[config.mk]
export PLATFORM = sky130hd
export DESIGN_NAME = vrc_ctrl
export DESIGN_NICKNAME = d
export VERILOG_FILES = /design/src/rtl/vrc_pkg.sv /design/src/rtl/vrc_ctrl.sv
export SDC_FILE = /design/constraint.sdc
export NUM_CORES = 1
export LEC_CHECK = 0
export BUFFER_PORTS_ARGS = -buffer_cell sky130_fd_sc_hd__buf_2
export CELL_PAD_IN_SITES_DETAIL_PLACEMENT = 0
export CELL_PAD_IN_SITES_GLOBAL_PLACEMENT = 1
export CORE_ASPECT_RATIO = 0.7
export CORE_MARGIN = 3
export CORE_UTILIZATION = 40
export CTS_CLUSTER_SIZE = 30
export DETAILED_ROUTE_END_ITERATION = 10
export PLACE_DENSITY = 0.86
export SYNTH_ARGS = -nofsm -noshare
export SYNTH_HDL_FRONTEND = slang
export SYNTH_SLANG_ARGS = --single-unit
export TNS_END_PERCENT = 100
[constraint.sdc]
create_clock -name clk -period 1.8 [get_ports clk]
set_input_delay 0.09 -clock clk [delete_from_list [all_inputs] [get_ports clk]]
set_output_delay 0.09 -clock clk [all_outputs]
set_load 0.1 [all_outputs]
[src/rtl/vrc_pkg.sv]
// shared types, codes and fixed widths of the voxel ray-cast core
// no dependencies
package vrc_pkg;

  // fixed datapath widths
  localparam int RW      = 18;  // ray length root and step count
  localparam int SUM_W   = 34;  // sum of squared deltas
  localparam int NUM_W   = 37;  // signed scaled numerator
  localparam int DEN_W   = 28;  // steps times voxel
  localparam int MUL_W   = 19;  // multiplier operand
  localparam int PROD_W  = 38;  // multiplier product
  localparam int STEP2_W = 15;  // step in half millimetres
  localparam int CNT_W   = 5;   // phase counter
  localparam int SETUP_LAST = 5;
  localparam int SQ_LAST    = 3;

  // item commands
  localparam logic [1:0] CMD_BEGIN = 2'd0;
  localparam logic [1:0] CMD_POINT = 2'd1;
  localparam logic [1:0] CMD_END   = 2'd2;
  localparam logic [1:0] CMD_QUERY = 2'd3;

  // cell marks
  localparam logic [1:0] MARK_UNKNOWN = 2'd0;
  localparam logic [1:0] MARK_FREE    = 2'd1;
  localparam logic [1:0] MARK_OCC     = 2'd2;

  // query classes that do not come from a mark
  localparam logic [2:0] CLASS_NONE = 3'd0;
  localparam logic [2:0] CLASS_OFF  = 3'd4;

  // register indexes
  localparam logic [2:0] CFG_ORIGIN_X = 3'd0;
  localparam logic [2:0] CFG_ORIGIN_Y = 3'd1;
  localparam logic [2:0] CFG_ORIGIN_Z = 3'd2;
  localparam logic [2:0] CFG_VOXEL    = 3'd3;
  localparam logic [2:0] CFG_STEP     = 3'd4;
  localparam logic [2:0] CFG_DECIM    = 3'd5;
  localparam logic [2:0] CFG_TRACK    = 3'd6;
  localparam logic [2:0] CFG_ACCUM    = 3'd7;

  // datapath operations issued by the controller
  typedef logic [3:0] op_t;
  localparam op_t OP_NONE  = 4'd0;
  localparam op_t OP_TAKE  = 4'd1;
  localparam op_t OP_BEGIN = 4'd2;
  localparam op_t OP_END   = 4'd3;
  localparam op_t OP_SQ    = 4'd4;
  localparam op_t OP_ROOT  = 4'd5;
  localparam op_t OP_NDIV  = 4'd6;
  localparam op_t OP_SETUP = 4'd7;
  localparam op_t OP_SDIV  = 4'd8;
  localparam op_t OP_PDIV  = 4'd9;
  localparam op_t OP_MFREE = 4'd10;
  localparam op_t OP_SFREE = 4'd11;
  localparam op_t OP_MOCC  = 4'd12;
  localparam op_t OP_QRY   = 4'd13;
  localparam op_t OP_CLR   = 4'd14;
  localparam op_t OP_EMIT  = 4'd15;

  typedef struct packed {
    logic signed [15:0] ox;
    logic signed [15:0] oy;
    logic signed [15:0] oz;
    logic [9:0]         voxel;
    logic [13:0]        samp_step;
    logic [7:0]         decim;
    logic               track;
    logic               acc;
  } cfg_t;

  typedef struct packed {
    logic last;          // current multi-cycle op finishes this cycle
    logic cast;          // begin item starts a cast cloud
    logic acc;           // marks kept across clouds
    logic active;        // cast cloud open
    logic over;          // marked count above limit in a cast cloud
    logic samples_done;  // last ray sample being written
    logic out_free;      // output register can take a word
  } status_t;

endpackage

[src/rtl/vrc_ctrl.sv]
// controller state machine of the voxel ray-cast core
// depends on vrc_pkg
module vrc_ctrl (
  input  logic             clk,
  input  logic             rst,
  input  logic             s_tvalid,
  input  logic [1:0]       s_tuser,
  output logic             s_tready,
  input  vrc_pkg::status_t st,
  output vrc_pkg::op_t     op
);

  localparam logic [4:0] S_INIT  = 5'd0;
  localparam logic [4:0] S_IDLE  = 5'd1;
  localparam logic [4:0] S_BEGIN = 5'd2;
  localparam logic [4:0] S_EP    = 5'd3;
  localparam logic [4:0] S_END   = 5'd4;
  localparam logic [4:0] S_CLR   = 5'd5;
  localparam logic [4:0] S_SQ    = 5'd6;
  localparam logic [4:0] S_ROOT  = 5'd7;
  localparam logic [4:0] S_NDIV  = 5'd8;
  localparam logic [4:0] S_SETUP = 5'd9;
  localparam logic [4:0] S_SDIV  = 5'd10;
  localparam logic [4:0] S_SRD   = 5'd11;
  localparam logic [4:0] S_SWR   = 5'd12;
  localparam logic [4:0] S_PDIV  = 5'd13;
  localparam logic [4:0] S_PRD   = 5'd14;
  localparam logic [4:0] S_PWR   = 5'd15;
  localparam logic [4:0] S_DONE  = 5'd16;

  logic [4:0] state, state_next;
  logic [1:0] kind;

  // state register and item kind
  always_ff @(posedge clk) begin
    if (rst) begin
      state <= S_INIT;
    end else begin
      state <= state_next;
    end
  end

  always_ff @(posedge clk) begin
    if (state == S_IDLE && s_tvalid) begin
      kind <= s_tuser;
    end
  end

  // next state and datapath op
  always_comb begin
    state_next = state;
    op         = vrc_pkg::OP_NONE;
    s_tready   = 1'b0;
    case (state)
      S_INIT: begin
        op = vrc_pkg::OP_CLR;
        if (st.last) state_next = S_IDLE;
      end
      S_IDLE: begin
        s_tready = 1'b1;
        if (s_tvalid) begin
          op = vrc_pkg::OP_TAKE;
          case (s_tuser)
            vrc_pkg::CMD_BEGIN: state_next = S_BEGIN;
            vrc_pkg::CMD_POINT: state_next = S_EP;
            vrc_pkg::CMD_END:   state_next = S_END;
            default:            state_next = S_PDIV;
          endcase
        end
      end
      S_BEGIN: begin
        op = vrc_pkg::OP_BEGIN;
        if (st.cast) state_next = st.acc ? S_PDIV : S_CLR;
        else         state_next = S_DONE;
      end
      S_EP: begin
        state_next = st.active ? S_SQ : S_DONE;
      end
      S_END: begin
        op = vrc_pkg::OP_END;
        state_next = st.over ? S_CLR : S_DONE;
      end
      S_CLR: begin
        op = vrc_pkg::OP_CLR;
        if (st.last) state_next = (kind == vrc_pkg::CMD_BEGIN) ? S_PDIV : S_DONE;
      end
      S_SQ: begin
        op = vrc_pkg::OP_SQ;
        if (st.last) state_next = S_ROOT;
      end
      S_ROOT: begin
        op = vrc_pkg::OP_ROOT;
        if (st.last) state_next = S_NDIV;
      end
      S_NDIV: begin
        op = vrc_pkg::OP_NDIV;
        if (st.last) state_next = S_SETUP;
      end
      S_SETUP: begin
        op = vrc_pkg::OP_SETUP;
        if (st.last) state_next = S_SDIV;
      end
      S_SDIV: begin
        op = vrc_pkg::OP_SDIV;
        if (st.last) state_next = S_SRD;
      end
      S_SRD: begin
        state_next = S_SWR;
      end
      S_SWR: begin
        op = vrc_pkg::OP_SFREE;
        state_next = st.samples_done ? S_PDIV : S_SDIV;
      end
      S_PDIV: begin
        op = vrc_pkg::OP_PDIV;
        if (st.last) state_next = S_PRD;
      end
      S_PRD: begin
        state_next = S_PWR;
      end
      S_PWR: begin
        case (kind)
          vrc_pkg::CMD_BEGIN: op = vrc_pkg::OP_MFREE;
          vrc_pkg::CMD_POINT: op = vrc_pkg::OP_MOCC;
          default:            op = vrc_pkg::OP_QRY;
        endcase
        state_next = S_DONE;
      end
      S_DONE: begin
        if (st.out_free) begin
          op = vrc_pkg::OP_EMIT;
          state_next = S_IDLE;
        end
      end
      default: begin
        state_next = S_INIT;
      end
    endcase
  end

endmodule

==> results of run 1 <==
-- cell families after synthesis --
group | after synthesis | share of synthesized area (%)
AO/OA/AOI/OAI | 34 | 31.6
XOR/XNOR | 4 | 3.92
buffers and inverters | 16 | 9.79
flip-flops | 7 | 17.9
multiplexers | 2 | 2.38
AND/OR/NAND/NOR | 50 | 34.4
-- worst max-delay path, delay by kind of cell (launching register included) --
family                 cells  cell delay [ns]
AO/OA/AOI/OAI              3             0.47
buffers and inverters      2             0.34
flip-flops                 1             0.43
AND/OR/NAND/NOR            1             0.18
-- Yosys cell counts, types with 2 or more instances --
cell type and number:
nor2_1 13, a21oi_1 7, nand2_1 7, inv_1 6, dfxtp_1 5, buf_2 4, buf_4 4, nor2b_1 4
nor3_1 4, nand2b_1 3, nand3_1 3, nand3b_1 3, o2bb2ai_1 3, xor2_1 3, a2111oi_0 2, a22oi_1 2
a311oi_1 2, and2_1 2, and3_1 2, edfxtp_1 2, nor4_4 2, o211ai_1 2, o221ai_1 2
-- power by group --
part	switching [mW]	internal [mW]
Sequential	0.0978	0.215
Clock	0.0701	0.0854
Combinational	1.16	0.882
Total	1.33	1.18
-- metrics by stage --
stage	util, %	setup TNS (ns)	instances	setup slack (ns)
global placement	61.6	0	167	0.0997
CTS	65.3	-0.0157	174	-0.0157
detailed placement	61.6	0	167	0.0255
global route	69.4	-0.131	178	-0.0752
floorplan	-	-3.43	113	-0.549
finish	69.4	0	178	0.0163
-- registers in the layout (all words and copies together), names as in the netlist --
| register | count |
|---|---|
| state | 5 |
| kind | 2 |
-- placed cells by master (no fill, tap or decap), types with 3 or more instances in the layout --
master	count
o2bb2ai_1	3
buf_12	6
nand3_1	3
nor2_1	11
inv_1	5
dfxtp_4	4
a21oi_1	7
buf_4	22
nor2b_1	3
nor3_1	4
buf_2	11
xor2_1	3
clkbuf_4	3
nand2_1	5
nand3b_1	3
-- layout make-up --
| class | count | area (um2) |
|---|---|---|
| repair buffers | 41 | 363 |
| flip-flops and latches | 7 | 176 |
| multi-input cells | 90 | 748 |
| well taps | 30 | 37.5 |
| clock buffers | 4 | 26.3 |
| fillers | 167 | 608 |
| inverters | 6 | 25.0 |
-- worst paths after layout --
| check | endpoint | slack, ns |
|---|---|---|
| worst max-delay path | op[0] | 0.02 |
| worst min-delay path | state[3]$_SDFFE_PP0P_ | 0.02 |
| worst max register to register | state[3]$_SDFFE_PP0P_ | 0.13 |
| worst min register to register | state[0]$_SDFFE_PP0P_ | 0.58 |
-- per-layer routing --
layer | routed length (um) | GRT usage, %
met1 | 1390 | 31.8
met2 | 1340 | 34.5
met3 | 240 | 5.93
met4 | 55 | 9.65
met5 | 0 | 0
-- repair_timing --
action                                  in CTS  in global routing
resized for setup                           13                 13
pin swaps                                    3                  3
endpoints found under the setup margin       5                  7
buffers inserted                             3                  4
==> summary.txt, run 1 <==
Outcome
  – Status: finished clean

Floorplanning
  – Core Region: 0.00198 mm2
  – Die height: 45.6 um
  – Starting Density: 45.1%
  – IO Pins: 17
  – Die width: 62.5 um
  – Standard-cell row count: 13
  – Overall die area: 0.00285 mm2

Synth
  – Yosys top cell by area: dfxtp_1
  – Cells after synthesis: 113
  – Mapped Avg Cell Area: 7.92 um2
  – Post-synth EDFFs: 2
  – Sequential share of the synthesized area: 17.9%
  – Synth unique cells: 49
  – Syn. warnings: 0
  – Primary FF master, synth: dfxtp_1
  – Synth top area share: 11.2%
  – #FFs+latches synth: 7
  – Post-Syn Nets: 125
  – Mapped Area: 895 um2
  – Async S/R FF share, synth: 0%
  – Synth area leaders: dfxtp_1 11%, edfxtp_1 6.7%, nor2_1 5.5%

Drt
  – Post-Route WL: 3030 um
  – DR pass1 iterations: 4
  – DRC violations left: 0
  – Vias: 1,101
  – DRT iter0 DRCs: 60
  – WL per Instance: 17.0 um
  – Antenna Violating Nets Remaining: 0
  – Vias per cell: 6.19

Clocking
  – CTS max path bufs: 2
  – CTS Hold Bufs: 0
  – H-tree Lvls: 1
  – Clock tree from TritonCTS: done
  – Clock sinks: 7
  – CTS Buf Count: 3
  – Root Buffer: clkbuf_4
  – Clock Latency Late Sink: 0.27 ns
  – Clock-pin slew on the worst setup and hold paths: 0.06 ns

Worst setup path
  – WP data arrival: 1.69 ns
  – CP endpoint kind: primary output
  – CP Cell Sequence: buf_6 -> and3_4 -> a21oi_1 -> o22a_1 -> o221ai_4 -> buf_12
  – Crit Path Max Fanout: 11
  – Setup CP Type: reg2out
  – CP startpoint kind: flip-flop
  – Worst reg2reg startpoint: state[4]$_SDFFE_PP0P_
  – Crit path launch: state[0]$_SDFFE_PP0P_
  – Max incr delay on CP: 0.43 ns
  – Slowest library cell on the worst path: dfxtp_4
  – Critical Path RT: 1.71 ns
  – R2R cell count: 6

Power and ir drop
  – Power Density: 1820 mW/mm2
  – Peak supply drop: 1590 uV
  – Final total power: 2.51 mW
  – Leak Pwr: 0.548 nW

Place
  – PortBufs: 16
  – Routability cong.: 1.05
  – HPWL after DPL: 2240 um
  – Placed Area: 0.00122 mm2

Timing
  – Hold_ws: 0.0235 ns
  – Final hold vios: 0
  – Pin slew with the least headroom to its limit: 0.575 ns
  – Slew Viols, Final: 0
  – Fmax: 0.561 GHz
  – Max_slew headroom: 60.7%
  – Final setup fails: 0
  – Fin crit period: 1.78 ns
  – Final worst-path cycle share: 99.1%
  – RSZ-0062 raised after global routing: true
  – Worst Skew: 0.00893 ns

Min path
  – Worst hold path cell count: 2
  – Worst hold start: rst
  – Hold crit path type: in2reg

Finish
  – Share of layout cells above drive strength 1: 50.0%
  – Post-route cell area: 0.00138 mm2
  – Fin nets: 161
  – Antenna Cells: 0
  – Synthesis-to-layout area growth: 53.8%

GRT
  – GRT Total Usage: 23.1%
  – Initial antenna violation count: 0
  – First-pass GRT wire length: 5060 um
  – Pin count of the biggest net entering global routing: 14
  – Congestion Overflow GR: 0
  – Vias in the first global route: 987

Flow run
  – Maxcap violations: 0
No activity file was read; power rests on OpenSTA's default activity.
==> run 2: changes to the inputs <==
ABC_AREA = 1   (was not set)
CORE_UTILIZATION = 37   (was 40)
CTS_BUF_LIST = sky130_fd_sc_hd__clkbuf_8 sky130_fd_sc_hd__clkbuf_16   (was not set)
==> run 2 against run 1 <==
- hold slack improved by 0.045 ns
- count of clock-buffer cells in the layout fell by 1
- via count rose by 8.5%
- total power rose by 0.66%
- non-clock buffer count fell by 22
- fmax rose by 3.6%
- sequential share of layout area rose by 1.1 points
- synthesized area rose by 5.7%
- register-to-register slack improved by 0.11 ns
- largest cell class unchanged
- combinational power barely moved
- critical path depth did not move
==> summary.txt, run 2 <==
Outcome
  – Status: finished clean

Min path
  – Hold endpoint: kind[0]$_DFFE_PP_
  – Worst hold path cell count: 1 (-1)
  – Hold crit path type: in2reg
  – Worst hold start: s_tuser[0]

Timing
  – Final hold vios: 0 (unchanged)
  – Setup TNS: 0 ns (unchanged)
  – Final worst-path cycle share: 95.6% (-3.4 points)
  – Slew Viols, Final: 0 (unchanged)
  – Pin slew with the least headroom to its limit: 0.378 ns (-0.197 ns)
  – Max_slew headroom: 74.8% (+14 points)
  – Final setup fails: 0 (unchanged)
  – Fin crit period: 1.72 ns (-0.0620 ns)
  – Fmax: 0.581 GHz (+3.6%)
  – Worst Skew: 0.00639 ns (-0.00254 ns)

Synth
  – Synth Area in Simple Gates: 65.2% (+31 points)
  – Primary FF master, synth: dfxtp_1
  – Post-Syn Nets: 179 (+43%)
  – Async S/R FF share, synth: 0% (unchanged)
  – Synth cell count leaders: 50 x nand2_1, 24 x nand3_1, 19 x nor2_1
  – Sequential share of the synthesized area: 16.9% (-0.97 points)
  – Count leader, synth: nand2_1
  – Largest family of logic cells by synthesized area: simple AND/OR/NAND/NOR gates
  – Synth top area share: 19.8% (+8.7 points)
  – Mapped Avg Cell Area: 5.66 um2 (-28%)
  – Syn. warnings: 0 (unchanged)
  – Portion of netlist area occupied by mux cells: 0% (-2.4 points)
  – Synth unique cells: 21 (-57%)
  – #FFs+latches synth: 7 (unchanged)
  – XOR/XNOR Fraction of Synth Area: 0% (-3.9 points)
  – Synth area leaders: nand2_1 20%, nand3_1 13%, dfxtp_1 11%
  – Synth Area in Compound Gates: 5.95% (-26 points)
  – Cells after synthesis: 167 (+48%)
  – Adder-cell share of the synthesized area: 0% (unchanged)
  – Post-synth EDFFs: 2 (unchanged)
  – Yosys top cell by area: nand2_1
  – Mapped Area: 946 um2 (+5.7%)

Finish
  – Top Registers: state x5, kind x2
  – Number of flip-flops in the largest register: 5 (unchanged)
  – Biggest register: state
  – Non-Filler Instances: 219 (+23%)
  – Filler instances: 229 (+37%)
  – Post-route cell area: 0.00123 mm2 (-11%)
  – Antenna Cells: 0 (unchanged)
  – Fin nets: 200 (+24%)
  – Synthesis-to-layout area growth: 29.9%
  – Most common cell after layout, fill and taps aside: nand2_1
  – Most frequent cells in the layout: 50 x nand2_1, 24 x nand3_1, 18 x inv_1
  – Share of layout cells above drive strength 1: 31.0% (-19 points)

Drt
  – DRC violations left: 0 (unchanged)
  – Antenna Violating Nets Remaining: 0 (unchanged)
  – WL per Instance: 12.9 um (-24%)
  – DRT iter0 DRCs: 132 (+120%)
  – Vias: 1,195 (+8.5%)
  – Vias per cell: 5.46 (-12%)
  – Post-Route WL: 2820 um (-6.8%)
  – DR pass1 iterations: 5 (+1)

Power and ir drop
  – Power Density: 2060 mW/mm2 (+13%)
  – Peak supply drop: 1030 uV (-35%)
  – Leak Pwr: 0.652 nW (+19%)

GRT
  – Pin count of the biggest net entering global routing: 12 (-2)
  – First-pass GRT wire length: 4420 um (-13%)
  – Congestion Overflow GR: 0 (unchanged)
  – GRT Total Usage: 17.5% (-5.6 points)
  – Vias in the first global route: 951 (-3.6%)
  – Initial antenna violation count: 0 (unchanged)

Place
  – Placed Area: 0.00114 mm2 (-6.4%)
  – HPWL after DPL: 2210 um (-1.3%)
  – PortBufs: 16 (unchanged)
  – Routability cong.: 0.955 (-8.7%)
  – Placed Instances: 214 (+28%)

Floorplanning
  – Standard-cell row count: 14 (+1)
  – Die width: 66.4 um (+6.3%)
  – Core Region: 0.00228 mm2 (+15%)
  – IO Pins: 17 (unchanged)
  – Starting Density: 41.5% (-3.5 points)
  – Die height: 48.3 um (+6.0%)
  – Overall die area: 0.00321 mm2 (+13%)

Worst setup path
  – Critical Path RT: 1.71 ns (about the same)
  – Reg2reg setup slack: 0.24 ns (+0.11 ns)
  – Reg2reg end: state[1]$_SDFFE_PP0P_
  – Crit Path Max Fanout: 8 (-3)
  – CP endpoint kind: primary output
  – Worst reg2reg startpoint: state[0]$_SDFFE_PP0P_
  – Setup CP Type: reg2out
  – R2R cell count: 9 (+3)
  – WP data arrival: 1.63 ns (-0.06 ns)
  – CP startpoint kind: flip-flop

Clocking
  – Clock-pin slew on the worst setup and hold paths: 0.04 ns (-0.02 ns)
  – Clock tree from TritonCTS: done
  – CTS Hold Bufs: 0 (unchanged)
  – Clock Latency Late Sink: 0.23 ns (-0.04 ns)
  – Clock sinks: 7 (unchanged)
  – Root Buffer: clkbuf_8
  – CTS max path bufs: 2 (unchanged)
  – H-tree Lvls: 1 (unchanged)
  – CTS Buf Count: 3 (unchanged)

Flow run
  – Maxcap violations: 0 (unchanged)
[run 2: area by class of cell]
| type | instances | area [um2] | share of cell area [%] |
|---|---|---|---|
| clock buffer | 3 | 41.3 | 3.36 |
| sequential | 7 | 171 | 14.0 |
| timing repair buffer | 19 | 178 | 14.5 |
| multi-input combinational | 135 | 707 | 57.5 |
| tap | 32 | 40.0 | 3.26 |
| inverter | 22 | 87.6 | 7.13 |
| clock inverter | 1 | 3.75 | 0.305 |
[run 2: layer usage]
metal	share of wire, %	wire, um	track usage, %	up-vias
met1	46	1310	27.7	527
li1	-	-	-	585
met4	1.6	44	4.73	0
met2	41	1150	22.4	77
met3	11	317	4.63	6
met5	0	0	0	-
[run 2: metrics by stage]
step | worst slack, ns | util (%) | total power, mW | hold slack [ns]
floorplan | -0.285 | - | 1.62 | 0.149
global placement | 0.130 | 50.2 | 2.23 | 0.301
detailed placement | 0.127 | 50.2 | 2.23 | 0.304
CTS | 0.0494 | 52.5 | 2.47 | 0.0653
global route | -0.0199 | 54.0 | 2.66 | 0.0755
finish | 0.0783 | 54.0 | 2.53 | 0.0681
[run 2: repair_timing]
item | 4_1_cts | 5_1_grt
setup endpoints to repair | 4 | 4
pin swaps | 0 | 1
setup buffers | 0 | 1
gates resized for setup | 2 | 8
[run 2: worst max-delay path, cell delays in order (launching register included)]
cell and delay, ns:
dfxtp_4 0.37, nor2_4 0.24, nand2_1 0.14, nor3_2 0.23, nor2_1 0.09, nand4_1 0.14, buf_12 0.19
[run 2: how the worst max path moves through the flow]
stage                                      from  endpoint  slack (ns)  cells after the start
final                     state[0]$_SDFFE_PP0P_     op[0]        0.08                      6
after global routing      state[0]$_SDFFE_PP0P_     op[0]       -0.02                      6
after CTS                 state[3]$_SDFFE_PP0P_     op[0]        0.05                      6
after detailed placement  state[1]$_SDFFE_PP0P_     op[0]        0.13                      6
after global placement    state[1]$_SDFFE_PP0P_     op[2]        0.13                      7
after floorplan           state[0]$_SDFFE_PP0P_     op[0]       -0.29                      6
[run 2: report_power, final]
group | leakage [nW] | switching [mW] | internal [mW]
logic | 0.563 | 1.35 | 0.664
registers | 0.0618 | 0.0795 | 0.212
clock network | 0.0269 | 0.0722 | 0.148
[run 2: kinds of logic (layout without fill, tap and decap cells)]
kind of cell,after synthesis,in the layout
compound gates,10,10
buf+inv,25,45
flops,7,7
simple gates,125,125
==> run 3: changes to the inputs <==
--- a/constraint.sdc
+++ b/constraint.sdc
@@ -3,2 +3,2 @@
 set_output_delay 0.09 -clock clk [all_outputs]
-set_load 0.1 [all_outputs]
+set_load 0.005 [all_outputs]
==> run 3 against run 2 <==
- cell count decreased by 0.91%
- clock skew decreased by 0.0057 ns
- core utilization is 5.4 points lower
- hold slack improved by 0.0015 ns
- critical path depth is 1 higher
- critical path type unchanged
- first-iteration DRC count shrank 15%
- non-clock buffer count shrank 2
- critical endpoint is now op[1]
- largest cell class unchanged
- die area is the same
==> summary.txt, run 3 (synthesized netlist as in run 2, its figures left out) <==
Finish
  – Top Registers: state x5, kind x2
  – Antenna Cells: 0 (unchanged)
  – Most frequent cells in the layout: 50 x nand2_1, 24 x nand3_1, 18 x inv_1, 18 x nor2_1, 16 x buf_2
  – Filler instances: 239 (+4.4%)
  – Final core occ: 48.6% (-5.4 points)
  – Most common cell after layout, fill and taps aside: nand2_1
  – Synthesis-to-layout area growth: 16.9%
  – Biggest register: state
  – Fin nets: 198 (-1.0%)
  – Number of flip-flops in the largest register: 5 (unchanged)
  – Share of layout cells above drive strength 1: 25.9% (-5.1 points)

Timing
  – Fmax: 0.596 GHz (+2.6%)
  – Max_slew headroom: 77.9% (+3.1 points)
  – Pin slew with the least headroom to its limit: 0.332 ns (-0.0462 ns)
  – Final worst-path cycle share: 93.2% (-2.4 points)
  – Final setup fails: 0 (unchanged)
  – Hold_ws: 0.0696 ns (+0.00145 ns)
  – Slew Viols, Final: 0 (unchanged)
  – Fin crit period: 1.68 ns (-0.0434 ns)
  – Final hold vios: 0 (unchanged)
  – Worst Skew: 0.000734 ns (-0.00566 ns)
  – Setup ws final: 0.122 ns (+0.0434 ns)

GRT
  – Pin count of the biggest net entering global routing: 12 (unchanged)
  – Initial antenna violation count: 0 (unchanged)
  – Congestion Overflow GR: 0 (unchanged)
  – Vias in the first global route: 958 (+0.74%)
  – GRT Total Usage: 18.1% (+0.60 points)
  – First-pass GRT wire length: 4430 um (+0.29%)

Drt
  – Vias: 1,149 (-3.8%)
  – WL per Instance: 12.6 um (-2.3%)
  – DRC violations left: 0 (unchanged)
  – Vias per cell: 5.29 (-3.0%)
  – Antenna Violating Nets Remaining: 0 (unchanged)
  – DRT iter0 DRCs: 112 (-15%)
  – DR pass1 iterations: 4 (-1)
  – Post-Route WL: 2730 um (-3.2%)

Power and ir drop
  – Power Density: 1310 mW/mm2 (-36%)
  – Net Sw Frac: 51.8% (-7.7 points)
  – Leak Pwr: 0.610 nW (-6.5%)
  – Gate power share: 65.2% (-15 points)
  – Sequential Power Share: 19.4% (+7.9 points)
  – Internal Power: 0.697 mW (-32%)
  – Peak supply drop: 497 uV (-52%)
  – Clock Power Share: 15.4% (+6.7 points)
  – Switching power: 0.749 mW (-50%)

Place
  – Routability cong.: 1.04 (+8.7%)
  – HPWL after DPL: 2170 um (-1.7%)
  – DP Worst Slack: 0.158 ns (+0.0311 ns)
  – PortBufs: 16 (unchanged)

Clocking
  – H-tree Lvls: 1 (unchanged)
  – CTS Buf Count: 3 (unchanged)
  – CTS max path bufs: 2 (unchanged)
  – Clock-pin slew on the worst setup and hold paths: 0.04 ns (about the same)
  – Root Buffer: clkbuf_8
  – Clock Latency Late Sink: 0.23 ns (about the same)
  – Clock tree from TritonCTS: done
  – Clock sinks: 7 (unchanged)

Worst setup path
  – CP Cell Sequence: nor2_2 -> buf_4 -> nand3_2 -> nand2_1 -> inv_1 -> o2111ai_1 -> buf_2
  – Reg2reg end: state[3]$_SDFFE_PP0P_
  – Max incr delay on CP: 0.38 ns (about the same)
  – Worst reg2reg startpoint: state[3]$_SDFFE_PP0P_
  – CP endpoint kind: primary output
  – Reg2reg setup slack: 0.21 ns (-0.03 ns)
  – Setup CP Type: reg2out
  – WP data arrival: 1.59 ns (-0.04 ns)
  – Critical Path RT: 1.71 ns (about the same)
  – Slowest library cell on the worst path: dfxtp_1
  – CP startpoint kind: flip-flop
  – Crit Path Max Fanout: 10 (+2)
  – Crit path launch: state[2]$_SDFFE_PP0P_
  – R2R cell count: 9 (unchanged)

Floorplanning
  – Core Region: 0.00228 mm2 (unchanged)
  – Overall die area: 0.00321 mm2 (unchanged)
  – Die height: 48.3 um (unchanged)
  – Standard-cell row count: 14 (unchanged)
  – Die width: 66.4 um (unchanged)
  – Starting Density: 41.5% (unchanged)
  – IO Pins: 17 (unchanged)

Min path
  – Worst hold start: s_tuser[0]
  – Hold endpoint: kind[0]$_DFFE_PP_
  – Worst hold path cell count: 1 (unchanged)
  – Hold crit path type: in2reg

Flow run
  – Maxcap violations: 0 (unchanged)

Outcome
  – Status: finished clean
run 3: layout make-up:
class | instances | area [um2] | share of cell area [%]
clock inverters | 1 | 3.75 | 0.339
flip-flops and latches | 7 | 165 | 14.9
repair buffers | 17 | 87.6 | 7.92
multi-input cells | 135 | 686 | 62.0
inverters | 22 | 82.6 | 7.47
well taps | 32 | 40.0 | 3.62
clock buffers | 3 | 41.3 | 3.73
run 3: critical path: cells and delay by family, from the launching register on:
family,cells,cell delay [ns]
compound gates,1,0.10
buf+inv,3,0.43
flops,1,0.38
simple gates,3,0.44
run 3: power by group through the flow:
| stage | Sequential (mW) | Combinational [mW] | Clock (mW) |
|---|---|---|---|
| 6_report | 0.280 | 0.943 | 0.222 |
| 2_1_floorplan | 0.247 | 0.699 | 0 |
| 5_1_grt | 0.291 | 1.05 | 0.242 |
| 3_3_place_gp | 0.270 | 0.933 | 0 |
| 3_5_place_dp | 0.271 | 0.916 | 0 |
| 4_1_cts | 0.268 | 0.920 | 0.225 |
run 3: metal layers:
layer | GRT usage, % | up-vias | part of all wire, %
met5 | 0 | - | 0
met4 | 8.11 | 0 | 2.0
met3 | 5.09 | 5 | 11
met2 | 23.6 | 63 | 41
met1 | 26.8 | 504 | 46
li1 | - | 577 | -
run 3: repair_timing:
action,in CTS,in global routing
buffers inserted,0,0
endpoints found under the hold margin,0,0
setup endpoints to repair,0,9
gates resized for setup,0,6
hold buffers,0,0
run 3: metrics by stage:
| step | total power, mW | cell area (um2) | TNS [ns] | instances |
|---|---|---|---|---|
| after floorplan | 0.946 | 946 | 0 | 167 |
| after CTS | 1.41 | 1090 | 0 | 217 |
| after global routing | 1.59 | 1110 | -0.00252 | 217 |
| after global placement | 1.20 | 1040 | 0 | 213 |
| after detailed placement | 1.19 | 1040 | 0 | 213 |
| final | 1.45 | 1110 | 0 | 217 |
run 3: how the worst max path moves through the flow:
stage	to	depth (start not counted)
after CTS	op[1]	5
after floorplan	state[3]$_SDFFE_PP0P_	11
final	op[1]	7
after detailed placement	state[3]$_SDFFE_PP0P_	9
after global placement	state[3]$_SDFFE_PP0P_	9
after global routing	op[1]	6
